===== config.mk =====
export PLATFORM = sky130hd
export DESIGN_NAME = imu_serial_frame_decoder
export DESIGN_NICKNAME = d
export VERILOG_FILES = /design/src/isfd_pkg.sv /design/src/imu_serial_frame_decoder.sv /design/src/isfd_frame_assembler.sv /design/src/isfd_axis_scaler.sv
export VERILOG_INCLUDE_DIRS = /design/src /design/src/src
export SDC_FILE = /design/constraint.sdc
export NUM_CORES = 1
export LEC_CHECK = 0
export BUFFER_PORTS_ARGS = -buffer_cell sky130_fd_sc_hd__buf_2
export CAP_MARGIN = 40
export CORE_MARGIN = 2
export CORE_UTILIZATION = 41
export DETAILED_ROUTE_END_ITERATION = 10
export GPL_TIMING_DRIVEN = 0
export PLACE_DENSITY_LB_ADDON = 0.12
export SLEW_MARGIN = 40
export SYNTH_ARGS = -nofsm -noshare
export SYNTH_HDL_FRONTEND = slang
export SYNTH_SLANG_ARGS = --single-unit

===== constraint.sdc =====
create_clock -name clk -period 5 [get_ports clk]
set_input_delay 0.25 -clock clk [delete_from_list [all_inputs] [get_ports clk]]
set_output_delay 0.25 -clock clk [all_outputs]
set_load 0.03 [all_outputs]

===== src/assert_macros.svh =====
// Assertion helpers shared by the decoder modules.
`ifndef ASSERT_MACROS_SVH
`define ASSERT_MACROS_SVH

// Clocked check, switched off while reset is high.
`define ASSERT_CLK(label, clk, rst, prop) \
  label: assert property (@(posedge clk) disable iff (rst) (prop)) \
    else $error("assertion failed");

// Clocked check that also holds during reset.
`define ASSERT_ALWAYS(label, clk, prop) \
  label: assert property (@(posedge clk) (prop)) \
    else $error("assertion failed");

`endif


===== src/isfd_pkg.sv =====
`timescale 1ns / 1ps
// ----------------------------------------------------------------------------
// isfd_pkg
// Types and constants shared by the IMU serial frame decoder.
// ----------------------------------------------------------------------------
package isfd_pkg;

  // Byte codes
  localparam logic [7:0] SyncByte  = 8'h55;
  localparam logic [7:0] TypeFirst = 8'h51;
  localparam logic [7:0] TypeLast  = 8'h54;

  // Frame positions: 0 hunting, 1 type byte, 2..10 payload bytes
  localparam logic [3:0] PosHunt    = 4'd0;
  localparam logic [3:0] PosType    = 4'd1;
  localparam logic [3:0] PosPayload = 4'd2;
  localparam logic [3:0] PosLast    = 4'd10;

  // Payload bytes kept for decoding (three 16-bit channels)
  localparam int unsigned KeptBytes = 6;
  localparam int unsigned Channels  = 3;

  // Scaling thresholds (raw units) and offsets (output units, value * 256)
  localparam logic signed [15:0] AccelThresh = 16'sd20480;
  localparam logic signed [15:0] RateThresh  = 16'sd8192;
  localparam logic signed [25:0] AccelOffset = 26'sd8192;
  localparam logic signed [25:0] RateOffset  = 26'sd1024000;

  typedef enum logic [1:0] {
    KIND_ACCEL = 2'd0,
    KIND_RATE  = 2'd1,
    KIND_ANGLE = 2'd2,
    KIND_MAG   = 2'd3
  } kind_t;

  // One complete frame handed to the scaling stage
  typedef struct packed {
    kind_t                      kind;
    logic [KeptBytes-1:0][7:0]  payload;
  } frame_t;

endpackage


===== src/imu_serial_frame_decoder.sv =====
`timescale 1ns / 1ps
// ----------------------------------------------------------------------------
// imu_serial_frame_decoder
// Byte-stream decoder for 11-byte IMU frames giving scaled three-axis data.
// ----------------------------------------------------------------------------
// Usage:
//   s_* carries received serial bytes, one per request, in s_tdata[7:0].
//   m_* carries one decoded sample per frame of a known type:
//   m_tdata holds axis_x, axis_y, axis_z (24-bit signed, value * 256) and
//   m_tuser the kind (0 accel, 1 rate, 2 angle, 3 magnetic).
//   Bytes before a sync byte are dropped; frames of unknown type give no
//   output. Checksum and temperature bytes are not used.
//   Throughput: one byte per cycle while s_tready is high. The frame register and the output
//   register form a two-entry pipeline, so a byte is still taken while a
//   finished sample waits on m_tready.
//   The closing byte loads the frame register; the scaled sample then moves
//   into the output register, raising m_tvalid, once that register is free.
//   When m_tready stays low, s_tready drops as soon as both registers hold
//   a sample.
//   Reset (rst, synchronous) returns to hunting and empties the pipeline.
// ----------------------------------------------------------------------------
`include "assert_macros.svh"

module imu_serial_frame_decoder (
  input  logic         clk,
  input  logic         rst,
  input  logic         s_tvalid,
  output logic         s_tready,
  input  logic [7:0]   s_tdata,   // [7:0] rx_byte
  output logic         m_tvalid,
  input  logic         m_tready,
  output logic [71:0]  m_tdata,   // [23:0] axis_x, [47:24] axis_y, [71:48] axis_z
  output logic [1:0]   m_tuser    // [1:0] kind
);
  import isfd_pkg::*;

  logic                      frame_valid;
  logic                      frame_ready;
  frame_t                    frame;
  logic                      out_ready;
  logic [Channels-1:0][23:0] scaled;
  logic [Channels-1:0][23:0] axis;
  kind_t                     kind;

  isfd_frame_assembler u_assembler (
    .clk         (clk),
    .rst         (rst),
    .byte_valid  (s_tvalid),
    .byte_ready  (s_tready),
    .rx_byte     (s_tdata),
    .frame_valid (frame_valid),
    .frame_ready (frame_ready),
    .frame       (frame)
  );

  // One scaler per channel, little-endian byte pairs
  for (genvar c = 0; c < Channels; c++) begin : g_axis
    isfd_axis_scaler u_scaler (
      .kind (frame.kind),
      .raw  ({frame.payload[2*c+1], frame.payload[2*c]}),
      .axis (scaled[c])
    );
  end

  // Output register
  assign out_ready   = !m_tvalid || m_tready;
  assign frame_ready = out_ready;

  always_ff @(posedge clk) begin
    if (rst) begin
      m_tvalid <= 1'b0;
    end else if (out_ready) begin
      m_tvalid <= frame_valid;
    end
  end

  always_ff @(posedge clk) begin
    if (frame_valid && out_ready) begin
      axis <= scaled;
      kind <= frame.kind;
    end
  end

  assign m_tdata = axis;
  assign m_tuser = kind;

  // Checks
  `ASSERT_CLK(a_empty_takes_input, clk, rst, !m_tvalid |-> s_tready)
  `ASSERT_CLK(a_frame_moves_out, clk, rst, frame_valid && out_ready |=> m_tvalid)
  `ASSERT_CLK(a_stall_holds_frame, clk, rst,
              m_tvalid && !m_tready && frame_valid |=> frame_valid && $stable(frame))

endmodule


===== src/isfd_frame_assembler.sv =====
`timescale 1ns / 1ps
// ----------------------------------------------------------------------------
// isfd_frame_assembler
// Hunts for the sync byte, collects type and payload, and loads a frame
// register when a frame of a known type closes.
// ----------------------------------------------------------------------------
`include "assert_macros.svh"

module isfd_frame_assembler (
  input  logic                clk,
  input  logic                rst,
  input  logic                byte_valid,
  output logic                byte_ready,
  input  logic [7:0]          rx_byte,
  output logic                frame_valid,
  input  logic                frame_ready,
  output isfd_pkg::frame_t    frame
);
  import isfd_pkg::*;

  logic [3:0]                 pos;
  logic [3:0]                 pos_next;
  logic [7:0]                 frame_type;
  logic [KeptBytes-1:0][7:0]  payload;
  logic                       accept;
  logic                       type_known;
  logic                       frame_done;
  logic [7:0]                 type_offset;

  assign byte_ready = !frame_valid || frame_ready;
  assign accept     = byte_valid && byte_ready;

  // Type decode
  assign type_known  = (frame_type >= TypeFirst) && (frame_type <= TypeLast);
  assign type_offset = frame_type - TypeFirst;
  assign frame_done  = accept && (pos == PosLast) && type_known;

  // Position sequencer
  always_comb begin
    pos_next = pos;
    if (accept) begin
      if (pos == PosHunt || pos > PosLast) begin
        pos_next = (rx_byte == SyncByte) ? PosType : PosHunt;
      end else if (pos == PosLast) begin
        pos_next = PosHunt;
      end else begin
        pos_next = pos + 4'd1;
      end
    end
  end

  always_ff @(posedge clk) begin
    if (rst) begin
      pos        <= PosHunt;
      frame_type <= '0;
    end else begin
      pos <= pos_next;
      if (accept && pos == PosType) begin
        frame_type <= rx_byte;
      end
    end
  end

  // Payload capture, one register per kept byte
  for (genvar i = 0; i < KeptBytes; i++) begin : g_payload
    always_ff @(posedge clk) begin
      if (accept && pos == PosPayload + 4'(i)) begin
        payload[i] <= rx_byte;
      end
    end
  end

  // Frame register towards the scaler
  always_ff @(posedge clk) begin
    if (rst) begin
      frame_valid <= 1'b0;
    end else if (frame_done) begin
      frame_valid <= 1'b1;
    end else if (frame_ready) begin
      frame_valid <= 1'b0;
    end
  end

  always_ff @(posedge clk) begin
    if (frame_done) begin
      frame.kind    <= kind_t'(type_offset[1:0]);
      frame.payload <= payload;
    end
  end

  // Checks
  `ASSERT_CLK(a_pos_range, clk, rst, pos <= PosLast)
  `ASSERT_CLK(a_frame_held, clk, rst, frame_valid && !frame_ready |=> frame_valid)
  `ASSERT_CLK(a_frame_from_last, clk, rst,
              $rose(frame_valid) |-> $past(pos) == PosLast && $past(accept))

endmodule


===== src/isfd_axis_scaler.sv =====
`timescale 1ns / 1ps
// ----------------------------------------------------------------------------
// isfd_axis_scaler
// Scales one raw 16-bit channel to fixed point with 8 fraction bits,
// rounding toward minus infinity, with the per-kind offset correction.
// ----------------------------------------------------------------------------
module isfd_axis_scaler (
  input  isfd_pkg::kind_t     kind,
  input  logic signed [15:0]  raw,
  output logic signed [23:0]  axis
);
  import isfd_pkg::*;

  logic signed [25:0] r;
  logic signed [25:0] rate_prod;
  logic signed [25:0] angle_prod;
  logic signed [25:0] q;

  assign r = 26'(raw);

  // r*125 and r*45 from shifted copies
  assign rate_prod  = (r <<< 7) - (r <<< 1) - r;
  assign angle_prod = (r <<< 5) + (r <<< 3) + (r <<< 2) + r;

  // Arithmetic shifts floor toward minus infinity; angle and magnetic
  // kinds have no threshold and no offset correction.
  always_comb begin
    unique case (kind)
      KIND_ACCEL: begin
        q = r >>> 3;
        if (raw > AccelThresh) begin
          q = q - AccelOffset;
        end
      end
      KIND_RATE: begin
        q = rate_prod >>> 3;
        if (raw > RateThresh) begin
          q = q - RateOffset;
        end
      end
      KIND_ANGLE: q = angle_prod >>> 5;
      KIND_MAG:   q = r <<< 8;
    endcase
  end

  assign axis = q[23:0];

endmodule

== After elaboration in Yosys (flattened, before gate mapping) ==
Cells that the tools add are included.
Operators by class
  add/subtract/negate cells: 23
  multipliers: 0
  equality and inequality tests: 12
  shift operators: 0
  muxes and demuxes: 14
  bitwise operators: 0
  div/mod/pow operators: 0
  $lt $le $gt $ge: 9
  reduce and logical (&&, ||, !) cells: 20
Operators with widths (number)
  24-bit one-hot mux with 4 select lines: 3
  24-bit 2-to-1 mux: 6
  26-bit by 16-bit adder with 26-bit output: 3
  24-bit by 16-bit subtractor with 25-bit output: 3
  23-bit by 17-bit subtractor with 24-bit output: 3
  22-bit by 18-bit adder with 23-bit output: 3
  22-bit by 21-bit subtractor with 23-bit output (second input constant): 3
  21-bit by 19-bit adder with 22-bit output: 3
  16-bit by 15-bit > comparator with 1-bit output (second input constant): 3
  16-bit > comparator (second input constant): 3
  13-bit by 15-bit subtractor with 16-bit output (second input constant): 3
  4-bit by 3-bit == test with 1-bit output (second input constant): 4
  1-bit logical AND: 12
  4-bit by 2-bit == test with 1-bit output (second input constant): 2
  8-bit by 7-bit == test with 1-bit output (second input constant): 1
  8-bit by 7-bit >= comparator with 1-bit output (second input constant): 1
  8-bit by 7-bit <= comparator with 1-bit output (second input constant): 1
  4-bit 2-to-1 mux: 2
  4-bit by 1-bit adder with 4-bit output (second input constant): 1
  2-bit == test (second input constant): 2
  4-bit by 1-bit == test with 1-bit output (second input constant): 1
  4-bit == test (second input constant): 1
  4-bit > comparator (second input constant): 1
  4-bit zero test: 1
  other kinds (7): 12
Storage, ports and cells
  latch bits: 0
  input bits: 12
  output and inout port bits: 76
  memory bits (read-only): 0
  register bits: 186
  logic and storage cells: 99
  memory bits (writable): 0
  memories kept: 0

== Depth between registers and ports, before layout ==
  depth after elaboration: 7
  depth in mapped cells: 23
  gate-level depth less buffers: 23

== Cells and area by module ==
From an unflattened synthesis, not the netlist that was laid out.
Unflattened totals
  cell total of the unflattened synthesis: 1649
  area total of the unflattened synthesis: 17296.6 sq um
By module, submodules not included
  isfd_axis_scaler at g_axis[2].u_scaler: cells an instance 487, area an instance 3928.8 sq um, seq. area each 0.0 sq um, times used 1
  isfd_axis_scaler at g_axis[0].u_scaler: cells an instance 465, area an instance 3774.9 sq um, seq. area each 0.0 sq um, times used 1
  isfd_frame_assembler: cells an instance 185, area an instance 3701.0 sq um, seq. area each 3203.1 sq um, times used 1
  isfd_axis_scaler at g_axis[1].u_scaler: cells an instance 433, area an instance 3614.7 sq um, seq. area each 0.0 sq um, times used 1
  imu_serial_frame_decoder: cells an instance 79, area an instance 2277.2 sq um, seq. area each 2242.2 sq um, times used 1

== Least setup slack after synthesis ==
No wires, ideal clock.
  path type: reg2reg
  from: reg, netlist name u_assembler.frame[18]
  to: reg axis, in the netlist m_tdata[41], data pin
  path slack: -153 ps
  library setup time: 261 ps
  buffers on the path: 0
  stages on the path, launching flop included: 24
  arrival time: 4892 ps
  clock period less this slack: 5153 ps
  data required time: 4739 ps
  cell sequence: edfxtp_1 -> inv_1 -> fa_1 -> inv_1 -> ha_1 -> a21o_1 -> a21oi_1 -> o21ai_0 -> a31oi_1 -> o21ai_0 -> a21oi_1 -> o21bai_1 -> a21oi_1 -> xnor2_1 -> ha_1 -> a21o_1 -> or3b_2 -> o21ai_0 -> a21oi_1 -> a21oi_1 -> o32a_1 -> o211ai_1 -> xnor2_1 -> a221o_1
Between the ends
  cells in the longest elaborated chain, start to end: 5
  elaborated cells between the ends (all ways): 11
  those cells by class: add/sub (6); order compare (2); mux (3)
Ends and longest elaborated chain
  23-bit by 17-bit subtractor with 24-bit output: line isfd_axis_scaler.sv:22  | assign rate_prod = (r <<< 7) - (r <<< 1) - r;
  24-bit by 16-bit subtractor with 25-bit output: line isfd_axis_scaler.sv:22
  22-bit by 21-bit subtractor with 23-bit output: line isfd_axis_scaler.sv:38  | q = q - RateOffset;
  24-bit 2-to-1 mux: line isfd_axis_scaler.sv:37  | if (raw > RateThresh) begin
  24-bit one-hot mux with 4 select lines (*): line isfd_axis_scaler.sv:28  | unique case (kind)
  net g_axis[1].u_scaler.axis[17]: line isfd_axis_scaler.sv:10  | output logic signed [23:0] axis
  to (signal assigned): line imu_serial_frame_decoder.sv:79  | axis <= scaled;
  to (decl): line imu_serial_frame_decoder.sv:42  | logic [Channels-1:0][23:0] axis;
Mark *: on every way through the listed nets, which the timed path passes. The rest lies on a longest branch.
A chain may end at the register's enable or synchronous reset.

== Worst setup path after layout ==
  from: reg, netlist name u_assembler.frame[22]
  to: reg axis, in the netlist m_tdata[41], data pin
Between the ends
  cells in the longest elaborated chain, start to end: 5
  elaborated cells between the ends (all ways): 12
  those cells by class: add/sub (7); order compare (2); mux (3)
Ends and longest elaborated chain (line)
  23-bit by 17-bit subtractor with 24-bit output: isfd_axis_scaler.sv:22
  24-bit by 16-bit subtractor with 25-bit output: isfd_axis_scaler.sv:22
  22-bit by 21-bit subtractor with 23-bit output: isfd_axis_scaler.sv:38
  24-bit 2-to-1 mux: isfd_axis_scaler.sv:37
  24-bit one-hot mux with 4 select lines (*): isfd_axis_scaler.sv:28
  net g_axis[1].u_scaler.axis[17]: isfd_axis_scaler.sv:10
Marked as above.

==> results.yml <==
outcome:
  status: "complete, but fails checks"
  failed_checks: "setup timing"
critical_path:
  start_kind: "register"
  max_stage_delay_ns: 0.55
  worst_setup_path_end_kind: "register"
  cp.required_ns: 5.22
  cp_num_buf_inv: 4
  cp.arrival_ns: 5.29
  crit_top_cell: "buf_4"
  path_delay_family: "compound AO/OA/AOI/OAI gates"
  cp_cell_sequence: "buf_4 -> fa_1 -> ha_4 -> nor3_1 -> nor2_2 -> a31oi_4 -> buf_4 -> buf_4 -> o21bai_1 -> a21oi_2 -> xnor2_1 -> ha_1 -> nand3_2 -> nor4_4 -> buf_4 -> o41ai_4 -> a21oi_2 -> a21oi_2 -> o32a_1 -> o211ai_1 -> xnor2_1 -> a221o_1"
  path_max_fanout: 4
  critPathKind: "reg2reg"
  cpMaxStageDelayCell: "edfxtp_1"
power_and_ir_drop:
  vdd_drop_max_mv: 0.277
  p_int_mw: 2.36
  leakage_nw: 9.15
  combinationalPowerShare_pct: 1.5
  pwr-share-clk_pct: 44.0
  power_density_nw_per_um2: 141
  p_sw_mw: 0.737
  swShare_pct: 23.8
  p_total_mw: 3.10
  seq_power_share_pct: 54.5
sta:
  min_period_over_period_pct: 102
  final-hold-violation-count: 0
  rsz0062_at_grt: "true"
  fin_skew_ns: 0.0149
  fmax_mhz: 197
  layout_min_cycle_time_ns: 5.08
  report.final.slew_viol_count: 0
  max_slew.worst_pin.slew_ns: 0.962
  relSlewSlack_pct: 35.9
  setup_viol: 6
  layout_setup_ws_ns: -0.0769
  setup_tns_ns: -0.239
global_route:
  first_global_vias: 14900
  grt_overflow: 0
  grt_pass1_wl_um: 87100
  grt_max_degree: 35
  antenna_found_initial: 0
  grtUsageTotal_pct: 24.9
clock_network:
  clock_latency_ns: 0.49
  numCtsBuffers: 17
  clock-root-buffer: "clkbuf_16"
  clkTransAtPathRegs_ns: 0.08
  cts_tree: "built"
  cts.sinks: 186
  cts.path.max_buffers: 2
  ctsHtreeMaxLevel: 4
floorplan:
  start_util_pct: 41.3
  fp.coreArea_um2: 44000
  dieHeight_um: 215
  die_area_um2: 46100
  ioPinCount: 88
  die_w_um: 215
  rows: 77
finish:
  fin_nets: 2414
  diodes: 0
  drive_above_1_share_pct: 21.2
  syn2layout_area_growth_pct: 20.6
yosys:
  synthesis.nets: 2164
  syn_inst: 1846
  yosysSeqAreaShare_pct: 29.9
  synth-edff-count: 172
  yosysTopAreaCell: "edfxtp_1"
  postSynthAreaPerCell_um2: 9.86
  synthTopCellsByArea: "edfxtp_1, ha_1, fa_1"
  synth-main-ff-cell: "edfxtp_1"
  synthDistinctLibCells: 78
  async_flop_share_pct: 0
  synth_top_area_share_pct: 28.4
  yosys_warnings: 0
  synth_seq_cells: 186
  synth_area_um2: 18200
routing:
  route.detailed.drc: 0
  wl_per_cell_um: 21.4
  drtIter0Drc: 1327
  ant_nets: 0
  routed_wl_um: 57900
  drtPass1Iterations: 5
  avgViaCountPerCell: 5.74
  via_count: 15500
place:
  numPortBuffers: 87
  dpl.hpwl_um: 42400
  place_worst_setup_slack_ns: -1.17
  place_congestion: 0.923
job:
  maxCapViolCount: 0
worst_hold_path:
  hold_path_class: "in2reg"
## per-layer routing
layer	up-vias	wire (um)	global-route usage, %
li1	7390	-	-
met1	7566	26300	34.7
met2	463	26300	39.4
met3	89	3740	4.25
met4	0	1530	7.43
met5	-	0	0
## per-stage QoR
step           hold WS, ns  cells  util (%)  instance area, um^2
2_1_floorplan        0.319   1846         -                18200
3_3_place_gp         0.401   2525      44.0                19400
3_5_place_dp         0.405   2534      44.5                19600
4_1_cts             0.0653   2653      48.0                21200
5_1_grt             0.0881   2701      49.8                21900
6_report            0.0941   2701      49.8                21900
## registers in the layout, summed over array words and instances, names as in the netlist
signal / cells
m_tdata: 72
u_assembler.frame: 50
u_assembler.payload: 48
u_assembler.frame_type: 8
u_assembler.pos: 4
m_tuser: 2
m_tvalid: 1
u_assembler.frame_valid: 1
## cell type report
type	instances	area [um^2]
fillers	4069	22100
multi-input cells	1498	12900
flip-flops and latches	186	5450
repair buffers	231	1610
well taps	592	741
inverters	112	427
clock buffers	17	425
plain buffers	50	206
clock inverters	15	154
## power groups by stage
stage	registers (mW)	logic [mW]	clock network, mW
after detailed placement	1.72	0.0459	0
final	1.69	0.0463	1.36
after global placement	1.72	0.0436	0
after CTS	1.69	0.0466	1.41
after global routing	1.69	0.0511	1.47
after floorplan	1.72	0.0191	0
## logic make-up (layout without fill, tap and decap cells)
kind of cell	count (synthesis)	count (layout)	share of synthesized area, %
adders and majority gates	306	306	23.9
and+or+nand+nor	457	457	12.3
AOI/OAI and AO/OA	530	530	19.3
xor gates and xnor gates	159	159	7.65
buffers and inverters	162	425	3.34
DFF	186	186	29.9
muxes	46	46	3.64
## worst min-delay path: stages
cell and delay [ns]:
buf_2 0.08, nor2b_1 0.07, nor2_1 0.09, nor2_1 0.05
## Yosys cell counts (4+ instances only)
cell type  count
o211ai_1      16
o31ai_1       13
xnor2_1      109
nor3b_1        6
fa_1          69
o2bb2ai_1      5
mux2i_1       28
nand2b_1      17
nor4_1        13
nand3_1       37
nand3b_1       4
o22ai_1       26
or3_1         10
nand2_1      100
a21o_1        66
and4_1         6
mux4_2        16
a221oi_1       8
a41oi_1        5
and2_1         9
a311oi_1       5
edfxtp_1     172
nand4_1       16
ha_1         237
a31oi_1       24
nor2b_1       30
o21ai_1       14
inv_1        111
and3_1        15
buf_1          7
o21a_1        22
a211o_1        8
nor3_1        38
or2_2          7
o41ai_1        4
xor2_1        50
a21boi_0       4
dfxtp_1       14
a211oi_1      34
clkbuf_1      43
o21ai_0       56
nor2_1       136
a21oi_1      150
o21bai_1      19
a31o_2         7
## cells in the final DEF (no fill, tap or decap), types with 17 or more instances in the layout
master     netlist  final
clkbuf_16        0     17
xor2_1          50     49
o21a_1          22     22
o21ai_0         56     43
buf_4            0    129
mux2i_1         28     28
nand3_1         37     36
o22ai_1         26     24
edfxtp_1       172    172
buf_2            0     92
a21o_1          66     66
a21oi_2          0     26
ha_1           237    227
nand2_1        100     99
fa_1            69     66
nor2b_1         30     27
clkbuf_1        43     33
nor2_1         136    131
nor3_1          38     35
a211oi_1        34     22
inv_1          111     97
xnor2_1        109    107
a31oi_1         24     18
a21oi_1        150    124
## worst paths after layout
kind         slack (ns)               startpoint  cells after the start                    end
max               -0.08    u_assembler.frame[22]                     22            m_tdata[41]
min                0.09                 m_tready                      4               m_tvalid
min reg2reg        0.41  u_assembler.payload[19]                      0  u_assembler.frame[19]
max reg2reg       -0.08    u_assembler.frame[22]                     22            m_tdata[41]
## what timing repair did
item | CTS | global route
hold buffers | 1 | 0
buffers inserted | 87 | 52
setup endpoints to repair | 45 | 36
gates resized for setup | 75 | 97
pin swaps | 50 | 73
hold endpoints to repair | 4 | 0
Power figures use the tool's default switching activity.
